File: config.mk
export PLATFORM = sky130hd
export DESIGN_NAME = serial_command_frame_parser_flat
export DESIGN_NICKNAME = d
export VERILOG_FILES = /design/src/hdl/scf_pkg.sv /design/src/hdl/scf_if.sv /design/src/hdl/serial_command_frame_parser.sv /design/src/hdl/scf_line_mem.sv /design/src/hdl/scf_judge.sv /design/src/flat_wrapper.sv
export SDC_FILE = /design/constraint.sdc
export NUM_CORES = 1
export LEC_CHECK = 0
export ABC_AREA = 1
export BUFFER_PORTS_ARGS = -buffer_cell sky130_fd_sc_hd__buf_2
export CAP_MARGIN = 20
export CORE_ASPECT_RATIO = 0.75
export CORE_UTILIZATION = 57
export CTS_CLUSTER_SIZE = 28
export DETAILED_ROUTE_END_ITERATION = 6
export PLACE_DENSITY = 0.88
export SLEW_MARGIN = 5
export SYNTH_ARGS = -nofsm -noshare
export SYNTH_HDL_FRONTEND = slang
export SYNTH_SLANG_ARGS = --single-unit
File: constraint.sdc
create_clock -name clk -period 2.28 [get_ports clk]
set_clock_uncertainty 0.05 [all_clocks]
set_input_delay 0.228 -clock clk [delete_from_list [all_inputs] [get_ports clk]]
set_output_delay 0.228 -clock clk [all_outputs]
set_load 0.005 [all_outputs]
File: src/hdl/scf_pkg.sv
// Package for the serial command frame parser.
// Holds character codes, keyword lengths, light modes and the keyword table.
// No dependencies.
`timescale 1ns / 1ps

package scf_pkg;

  localparam int LINE_BYTES_DEF = 32;

  localparam logic [7:0] CH_START = 8'h3A;
  localparam logic [7:0] CH_CR    = 8'h0D;
  localparam logic [7:0] CH_LF    = 8'h0A;
  localparam logic [7:0] CH_COMMA = 8'h2C;
  localparam logic [7:0] CH_NUL   = 8'h00;

  localparam logic [1:0] MODE_OFF     = 2'd0;
  localparam logic [1:0] MODE_NORMAL  = 2'd1;
  localparam logic [1:0] MODE_WARNING = 2'd2;
  localparam logic [1:0] MODE_ERROR   = 2'd3;

  localparam logic STATUS_OK  = 1'b0;
  localparam logic STATUS_ERR = 1'b1;

  localparam logic [2:0] LEN_OFF     = 3'd3;
  localparam logic [2:0] LEN_NORMAL  = 3'd6;
  localparam logic [2:0] LEN_WARNING = 3'd7;
  localparam logic [2:0] LEN_ERROR   = 3'd5;

  // Result of one keyword compare, handed from the compare sequencer to the top.
  typedef struct packed {
    logic       valid;
    logic       status;
    logic [1:0] mode;
  } judge_res_t;

  // Character of a keyword at a position; positions past the keyword read as zero.
  function automatic logic [7:0] keyword_char(input logic [1:0] mode, input logic [2:0] pos);
    logic [7:0] ch;
    ch = CH_NUL;
    case (mode)
      MODE_OFF: begin
        case (pos)
          3'd0: ch = "o";
          3'd1: ch = "f";
          3'd2: ch = "f";
          default: ch = CH_NUL;
        endcase
      end
      MODE_NORMAL: begin
        case (pos)
          3'd0: ch = "n";
          3'd1: ch = "o";
          3'd2: ch = "r";
          3'd3: ch = "m";
          3'd4: ch = "a";
          3'd5: ch = "l";
          default: ch = CH_NUL;
        endcase
      end
      MODE_WARNING: begin
        case (pos)
          3'd0: ch = "w";
          3'd1: ch = "a";
          3'd2: ch = "r";
          3'd3: ch = "n";
          3'd4: ch = "i";
          3'd5: ch = "n";
          3'd6: ch = "g";
          default: ch = CH_NUL;
        endcase
      end
      default: begin
        case (pos)
          3'd0: ch = "e";
          3'd1: ch = "r";
          3'd2: ch = "r";
          3'd3: ch = "o";
          3'd4: ch = "r";
          default: ch = CH_NUL;
        endcase
      end
    endcase
    return ch;
  endfunction

  function automatic logic [2:0] keyword_len(input logic [1:0] mode);
    logic [2:0] len;
    case (mode)
      MODE_OFF:     len = LEN_OFF;
      MODE_NORMAL:  len = LEN_NORMAL;
      MODE_WARNING: len = LEN_WARNING;
      default:      len = LEN_ERROR;
    endcase
    return len;
  endfunction

endpackage

File: src/hdl/scf_if.sv
// Channel interfaces of the serial command frame parser: received bytes in,
// command results out. Depends on nothing.
`timescale 1ns / 1ps

interface scf_in_if;
  logic       valid;
  logic       ready;
  logic [7:0] rx_byte;

  modport source (output valid, output rx_byte, input ready);
  modport sink (input valid, input rx_byte, output ready);
endinterface

interface scf_out_if;
  logic       valid;
  logic       ready;
  logic       status;
  logic [1:0] light_mode;

  modport source (output valid, output status, output light_mode, input ready);
  modport sink (input valid, input status, input light_mode, output ready);
endinterface

File: src/hdl/serial_command_frame_parser.sv
// Serial command frame parser, top level.
// Every byte takes one cycle, except LF after CR: the input then stays not ready
// while the single compare sequencer walks the line, and until its result is taken
// into the output register.
// A result waits in an output register; while it is held, the compare sequencer stays in J_DONE.
// Synchronous active-low reset returns to hunting with an empty line.
`timescale 1ns / 1ps

module serial_command_frame_parser #(
  parameter int LINE_BYTES = scf_pkg::LINE_BYTES_DEF
) (
  input  logic clk,
  input  logic rst_n,
  scf_in_if.sink    in_ch,
  scf_out_if.source out_ch
);
  import scf_pkg::*;

  localparam int AW = $clog2(LINE_BYTES);
  localparam int CW = $clog2(LINE_BYTES + 1);

  localparam logic [1:0] PH_HUNT    = 2'd0;
  localparam logic [1:0] PH_COLLECT = 2'd1;
  localparam logic [1:0] PH_WAIT_LF = 2'd2;
  localparam logic [1:0] PH_JUDGE   = 2'd3;

  logic [1:0]    phase_r, phase_nxt;
  logic [CW-1:0] fill_r, fill_nxt;
  logic          out_valid_r, out_valid_nxt;
  logic          status_r, status_nxt;
  logic [1:0]    mode_r, mode_nxt;

  logic          accept;
  logic [7:0]    ch;
  logic          wr_en;
  logic          start;
  logic          take;
  logic [AW-1:0] rd_addr;
  logic [7:0]    rd_data;
  judge_res_t    res;

  assign in_ch.ready = (phase_r != PH_JUDGE);
  assign accept      = in_ch.valid && in_ch.ready;
  assign ch          = in_ch.rx_byte;

  assign take = res.valid && (!out_valid_r || out_ch.ready);

  always_comb begin
    phase_nxt = phase_r;
    fill_nxt  = fill_r;
    wr_en     = 1'b0;
    start     = 1'b0;
    case (phase_r)
      PH_HUNT: begin
        if (accept && ch == CH_START) begin
          phase_nxt = PH_COLLECT;
        end
      end
      PH_COLLECT: begin
        if (accept) begin
          if (ch == CH_START) begin
            fill_nxt = '0;
          end else if (ch == CH_CR) begin
            phase_nxt = PH_WAIT_LF;
          end else if (fill_r < CW'(LINE_BYTES)) begin
            wr_en    = 1'b1;
            fill_nxt = fill_r + 1'b1;
          end else begin
            fill_nxt  = '0;
            phase_nxt = PH_HUNT;
          end
        end
      end
      PH_WAIT_LF: begin
        if (accept) begin
          if (ch == CH_LF) begin
            start     = 1'b1;
            phase_nxt = PH_JUDGE;
          end else begin
            fill_nxt  = '0;
            phase_nxt = PH_HUNT;
          end
        end
      end
      PH_JUDGE: begin
        if (take) begin
          fill_nxt  = '0;
          phase_nxt = PH_HUNT;
        end
      end
      default: phase_nxt = PH_HUNT;
    endcase
  end

  always_comb begin
    out_valid_nxt = out_valid_r;
    status_nxt    = status_r;
    mode_nxt      = mode_r;
    if (out_valid_r && out_ch.ready) begin
      out_valid_nxt = 1'b0;
    end
    if (take) begin
      out_valid_nxt = 1'b1;
      status_nxt    = res.status;
      mode_nxt      = res.mode;
    end
  end

  always_ff @(posedge clk) begin
    if (!rst_n) begin
      phase_r     <= PH_HUNT;
      fill_r      <= '0;
      out_valid_r <= 1'b0;
    end else begin
      phase_r     <= phase_nxt;
      fill_r      <= fill_nxt;
      out_valid_r <= out_valid_nxt;
    end
  end

  always_ff @(posedge clk) begin
    status_r <= status_nxt;
    mode_r   <= mode_nxt;
  end

  assign out_ch.valid      = out_valid_r;
  assign out_ch.status     = status_r;
  assign out_ch.light_mode = mode_r;

  scf_line_mem #(
    .LINE_BYTES(LINE_BYTES),
    .AW        (AW)
  ) u_line_mem (
    .clk    (clk),
    .wr_en  (wr_en),
    .wr_addr(fill_r[AW-1:0]),
    .wr_data(ch),
    .rd_addr(rd_addr),
    .rd_data(rd_data)
  );

  scf_judge #(
    .LINE_BYTES(LINE_BYTES),
    .AW        (AW),
    .CW        (CW)
  ) u_judge (
    .clk    (clk),
    .rst_n  (rst_n),
    .start  (start),
    .fill   (fill_r),
    .take   (take),
    .rd_addr(rd_addr),
    .rd_data(rd_data),
    .res    (res)
  );

endmodule

File: src/hdl/scf_line_mem.sv
// Line store of the frame parser: one write port, one read port, registered read.
// Depends on nothing.
`timescale 1ns / 1ps

module scf_line_mem #(
  parameter int LINE_BYTES = 32,
  parameter int AW = $clog2(LINE_BYTES)
) (
  input  logic          clk,
  input  logic          wr_en,
  input  logic [AW-1:0] wr_addr,
  input  logic [7:0]    wr_data,
  input  logic [AW-1:0] rd_addr,
  output logic [7:0]    rd_data
);

  logic [7:0] mem [LINE_BYTES];
  logic [7:0] rd_data_r;

  always_ff @(posedge clk) begin
    if (wr_en) begin
      mem[wr_addr] <= wr_data;
    end
  end

  always_ff @(posedge clk) begin
    rd_data_r <= mem[rd_addr];
  end

  assign rd_data = rd_data_r;

endmodule

File: src/hdl/scf_judge.sv
// Keyword compare sequencer: walks the line store one byte at a time, reading and then
// comparing each, and checks the command word against the four keywords. Uses scf_pkg.
`timescale 1ns / 1ps

module scf_judge #(
  parameter int LINE_BYTES = 32,
  parameter int AW = $clog2(LINE_BYTES),
  parameter int CW = $clog2(LINE_BYTES + 1)
) (
  input  logic                clk,
  input  logic                rst_n,
  input  logic                start,
  input  logic [CW-1:0]       fill,
  input  logic                take,
  output logic [AW-1:0]       rd_addr,
  input  logic [7:0]          rd_data,
  output scf_pkg::judge_res_t res
);
  import scf_pkg::*;

  localparam logic [1:0] J_IDLE = 2'd0;
  localparam logic [1:0] J_RD   = 2'd1;
  localparam logic [1:0] J_CMP  = 2'd2;
  localparam logic [1:0] J_DONE = 2'd3;

  logic [1:0]    state_r, state_nxt;
  logic [CW-1:0] idx_r, idx_nxt;
  logic [CW-1:0] fill_r, fill_nxt;
  logic [3:0]    match_r, match_nxt;
  logic [3:0]    hit;
  logic          word_end;

  assign rd_addr  = idx_r[AW-1:0];
  assign word_end = (rd_data == CH_NUL) || (rd_data == CH_COMMA);

  always_comb begin
    state_nxt = state_r;
    idx_nxt   = idx_r;
    fill_nxt  = fill_r;
    match_nxt = match_r;
    case (state_r)
      J_IDLE: begin
        if (start) begin
          state_nxt = J_RD;
          idx_nxt   = '0;
          fill_nxt  = fill;
          match_nxt = 4'b1111;
        end
      end
      J_RD: begin
        // The read for idx_r is issued in this cycle and seen in J_CMP.
        if (idx_r == fill_r) begin
          state_nxt = J_DONE;
        end else begin
          state_nxt = J_CMP;
        end
      end
      J_CMP: begin
        if (word_end) begin
          state_nxt = J_DONE;
        end else begin
          for (int k = 0; k < 4; k++) begin
            if (idx_r >= CW'(keyword_len(2'(k))) ||
                rd_data != keyword_char(2'(k), idx_r[2:0])) begin
              match_nxt[k] = 1'b0;
            end
          end
          idx_nxt   = idx_r + 1'b1;
          state_nxt = J_RD;
        end
      end
      J_DONE: begin
        if (take) begin
          state_nxt = J_IDLE;
        end
      end
      default: state_nxt = J_IDLE;
    endcase
  end

  always_ff @(posedge clk) begin
    if (!rst_n) begin
      state_r <= J_IDLE;
    end else begin
      state_r <= state_nxt;
    end
  end

  always_ff @(posedge clk) begin
    idx_r   <= idx_nxt;
    fill_r  <= fill_nxt;
    match_r <= match_nxt;
  end

  // A keyword hits when every position matched and the word has its exact length.
  always_comb begin
    for (int k = 0; k < 4; k++) begin
      hit[k] = match_r[k] && (idx_r == CW'(keyword_len(2'(k))));
    end
  end

  always_comb begin
    res.valid  = (state_r == J_DONE);
    res.status = STATUS_ERR;
    res.mode   = MODE_OFF;
    if (hit[MODE_OFF]) begin
      res.status = STATUS_OK;
      res.mode   = MODE_OFF;
    end else if (hit[MODE_NORMAL]) begin
      res.status = STATUS_OK;
      res.mode   = MODE_NORMAL;
    end else if (hit[MODE_WARNING]) begin
      res.status = STATUS_OK;
      res.mode   = MODE_WARNING;
    end else if (hit[MODE_ERROR]) begin
      res.status = STATUS_OK;
      res.mode   = MODE_ERROR;
    end
  end

endmodule

File: src/flat_wrapper.sv
// flat-port wrapper written by rule: the top's interface ports become plain ports
module serial_command_frame_parser_flat import scf_pkg::*;
#(
  parameter int LINE_BYTES = scf_pkg::LINE_BYTES_DEF
)
  (clk, rst_n, in_ch_valid, in_ch_rx_byte, in_ch_ready, out_ch_valid, out_ch_status, out_ch_light_mode, out_ch_ready);
  scf_in_if in_ch_i ();
  scf_out_if out_ch_i ();
  input  logic clk;
  input  logic rst_n;
  input wire logic [$bits(in_ch_i.valid)-1:0] in_ch_valid;
  input wire logic [$bits(in_ch_i.rx_byte)-1:0] in_ch_rx_byte;
  output wire logic [$bits(in_ch_i.ready)-1:0] in_ch_ready;
  output wire logic [$bits(out_ch_i.valid)-1:0] out_ch_valid;
  output wire logic [$bits(out_ch_i.status)-1:0] out_ch_status;
  output wire logic [$bits(out_ch_i.light_mode)-1:0] out_ch_light_mode;
  input wire logic [$bits(out_ch_i.ready)-1:0] out_ch_ready;
  assign in_ch_i.valid = in_ch_valid;
  assign in_ch_i.rx_byte = in_ch_rx_byte;
  assign in_ch_ready = in_ch_i.ready;
  assign out_ch_valid = out_ch_i.valid;
  assign out_ch_status = out_ch_i.status;
  assign out_ch_light_mode = out_ch_i.light_mode;
  assign out_ch_i.ready = out_ch_ready;
  serial_command_frame_parser #(.LINE_BYTES(LINE_BYTES)) u_core (.clk(clk), .rst_n(rst_n), .in_ch(in_ch_i), .out_ch(out_ch_i));
endmodule
==> key figures <==
Outcome
  • Status: complete, no violations

Synth
  • Post-Syn Area: 12900 sq um
  • Adder-cell area share of the yosys netlist: 0.0132
  • Largest family of logic cells by synthesized area: simple AND/OR/NAND/NOR gates
  • Cell count after synthesis: 1167
  • Synth area leaders: edfxtp_1 64%, nor2_1 6.1%, nand2_1 5.5%, o21ai_0 5.2%, o22ai_1 3.3%
  • Synth Area in Simple Gates: 0.168
  • Post-Syn Area per Cell: 11.0 sq um
  • Multiplexer share of the synthesized area: 0
  • Synth Area in Compound Gates: 0.0979
  • Post-synth top area share: 0.642
  • EDFF count, synth: 275
  • Synth area leader: edfxtp_1
  • XOR/XNOR Fraction of Synth Area: 0.00204
  • Ys flop type: edfxtp_1
  • Post-synthesis cell type count: 39
  • Synth cell count leaders: 275 x edfxtp_1, 208 x nor2_1, 189 x nand2_1
  • Post-Syn Nets: 1192
  • Flops & latches, synth: 294
  • Register area share after synthesis: 0.672
  • Count leader, synth: edfxtp_1
  • Synth warn: 0
  • Asr flop ratio synth: 0

Setup path
  • Crit. End Element: register
  • CP max FO: 131
  • Worst Reg-to-Reg Cells: 8
  • Worst reg2reg setup slack: 0.04 ns
  • R2r startpoint: u_core.u_judge.idx_r[0]
  • Type of element launching the critical path: register
  • Critical path class: register to register
  • Required @ worst endpoint: 2.70 ns
  • RR Endpoint: u_core.u_line_mem.rd_data[5]
  • Arrival @ worst endpoint: 2.65 ns

Global route
  • Largest net degree at the start of global routing: 132
  • Initial antenna violation count: 0
  • Busiest metal layer after global routing: met2
  • Met1 usage: 0.410
  • Gr usage total: 0.277
  • Total gr overflow: 0
  • Number of global-route vias before repair: 8734
  • Met2 Usage GRT: 0.412
  • Met3 usage: 0.0623
  • First-pass GRT wire length: 48700 microns

STA
  • Relative slew slack: 0.457
  • Tightest Pin Transition: 0.811 ns
  • Minimum clock period: 2.24 ns
  • Final worst setup slack: 0.0449 ns
  • Slew Limit Fails: 0
  • F_max: 447 MHz
  • Setup violations, final: 0
  • Hold WS: 0.0349 ns
  • Final Hold Viols: 0
  • TNS Setup: 0 ns
  • Tcrit/Tclk final: 0.980

Cells and area
  • # nets final: 1256
  • Non-Filler Instances: 1546
  • Fin util: 0.656
  • Share of cells above drive strength 1: 0.138
  • # diodes: 0
  • Fillers: 1542
  • P&R area growth vs syn: 12.7%

Route
  • Pre-antenna DRT Iters: 6
  • Detailed-route DRC error count: 0
  • Initial DRC count: 1661
  • Detail Route Antenna Nets: 0
  • Avg WL per Cell: 21.0 microns
  • Via-per-instance ratio: 6.18
  • Detailed-route wire length: 32400 microns
  • Via count: 9552

Min path
  • Hold WC Path Type: input port to register
  • Hold EP: u_core.u_line_mem.mem[28][7]
  • Worst Hold Depth: 1
  • Min-delay src: in_ch_rx_byte[7]

Floorplanning
  • Die area: 23200 sq um
  • Die width: 175 microns
  • DIE HEIGHT: 132 microns
  • Starting Density: 0.582
  • Row count: 47
  • Ports: 17
  • Core Footprint: 22100 sq um

Power and ir drop
  • PD cells: 744 nW/um^2
  • Pleak: 5.16 nW
  • VDD IR max: 0.000603 V

CTS
  • H-tree depth: 1
  • TritonCTS Buffers: 27
  • Clock sink total: 294
  • Clock buffer depth: 3
  • Clk slew on worst S/H paths: 0.07 ns
  • Skew-Pair Late Insertion Delay: 0.55 ns
  • CTS root buffer: clkbuf_16
  • TritonCTS clock tree: built

Run
  • Max cap viols: 0

Placement
  • Detailed placement HPWL: 20500 microns
  • RePlAce Congestion: 0.968
  • Pre-CTS WS: -0.312 ns
  • Post-Place Cells: 1489
  • PortBufs: 16
==> per-layer routing <==
metal	wire length (microns)	up-vias
met3	4300	108
met4	960	0
met5	0	-
met1	12700	4465
met2	14400	728
li1	-	4251
==> cell families (layout without fill, tap and decap cells) <==
family	count (synthesis)	after routing
and+or+nand+nor	509	509
DFF	294	294
buffers and inverters	117	202
xor gates and xnor gates	3	3
AOI/OAI and AO/OA	231	231
adders and majority gates	13	13
==> critical path: stages, from the launching register on <==
cell	delay (ns)
edfxtp_1	0.47
buf_6	0.15
buf_12	0.34
o21ai_0	0.20
o22ai_1	0.36
nand2_1	0.14
nand3_1	0.14
nor2_1	0.05
nor2_1	0.11
==> placed cells by master (no fill, tap or decap), types with 9 or more instances in the layout <==
cell	netlist	layout
buf_2	13	18
nor3_2	1	11
a21oi_1	15	13
ha_1	12	12
nand3_1	50	50
o22ai_1	67	67
edfxtp_1	275	275
dfxtp_1	19	19
clkbuf_16	0	27
buf_4	6	65
o21ai_1	9	10
nor2_1	208	206
nand2_1	189	188
o21ai_0	133	132
inv_1	52	52
nand4_1	9	9
nor3_1	27	17
==> per-stage QoR <==
stage | power [W] | cell area [sq um]
after floorplan | 0.00612 | 12900
after global placement | 0.00630 | 13500
after detailed placement | 0.00631 | 13500
after CTS | 0.0108 | 14400
after global routing | 0.0110 | 14500
final | 0.0108 | 14500
==> registers in the layout, indices dropped and copies added (netlist names) <==
| signal | cells |
|---|---|
| u_core.u_line_mem.mem | 256 |
| u_core.u_line_mem.rd_data | 8 |
| u_core.fill_r | 6 |
| u_core.u_judge.fill_r | 6 |
| u_core.u_judge.idx_r | 6 |
| u_core.u_judge.match_r | 4 |
| u_core.out_ch.light_mode | 2 |
| u_core.phase_r | 2 |
| u_core.u_judge.state_r | 2 |
| u_core.out_ch.status | 1 |
| u_core.out_ch.valid | 1 |
==> worst max-delay path by stage <==
| stage | slack, ns | start | cells after the start | endpoint |
|---|---|---|---|---|
| after floorplan | 0.06 | u_core.u_judge.idx_r[1] | 11 | u_core.u_judge.match_r[1] |
| after global placement | -0.20 | in_ch_rx_byte[7] | 10 | u_core.u_line_mem.mem[14][0] |
| after detailed placement | -0.31 | in_ch_rx_byte[7] | 10 | u_core.u_line_mem.mem[14][2] |
| after CTS | 0.03 | u_core.u_judge.idx_r[1] | 8 | u_core.u_line_mem.rd_data[2] |
| after global routing | -0.04 | u_core.u_judge.idx_r[0] | 12 | u_core.u_judge.match_r[2] |
| final | 0.04 | u_core.u_judge.idx_r[0] | 8 | u_core.u_line_mem.rd_data[5] |
==> report_power, final <==
group	internal, W	total, W	switching (W)
registers	0.00590	0.00591	0.00000796
clock network	0.00264	0.00456	0.00192
logic	0.0000930	0.000308	0.000215
total	0.00864	0.0108	0.00215
==> area by class of cell <==
type / instances / area [sq um] / area share
clock buffers: 35 / 706 / 0.0487
clock inverters: 15 / 180 / 0.0124
inverters: 62 / 240 / 0.0166
multi-input cells: 756 / 3700 / 0.255
flip-flops and latches: 294 / 8640 / 0.596
well taps: 294 / 368 / 0.0254
repair buffers: 90 / 666 / 0.0459
==> timing repair <==
item	CTS	global route
hold buffers	2	0
hold endpoints to repair	7	0
pin swaps	0	3
gates cloned	0	0
endpoints found under the setup margin	46	38
resized for setup	6	14
buffers inserted	0	2
Note: power is estimated with default switching activity, not from simulation.
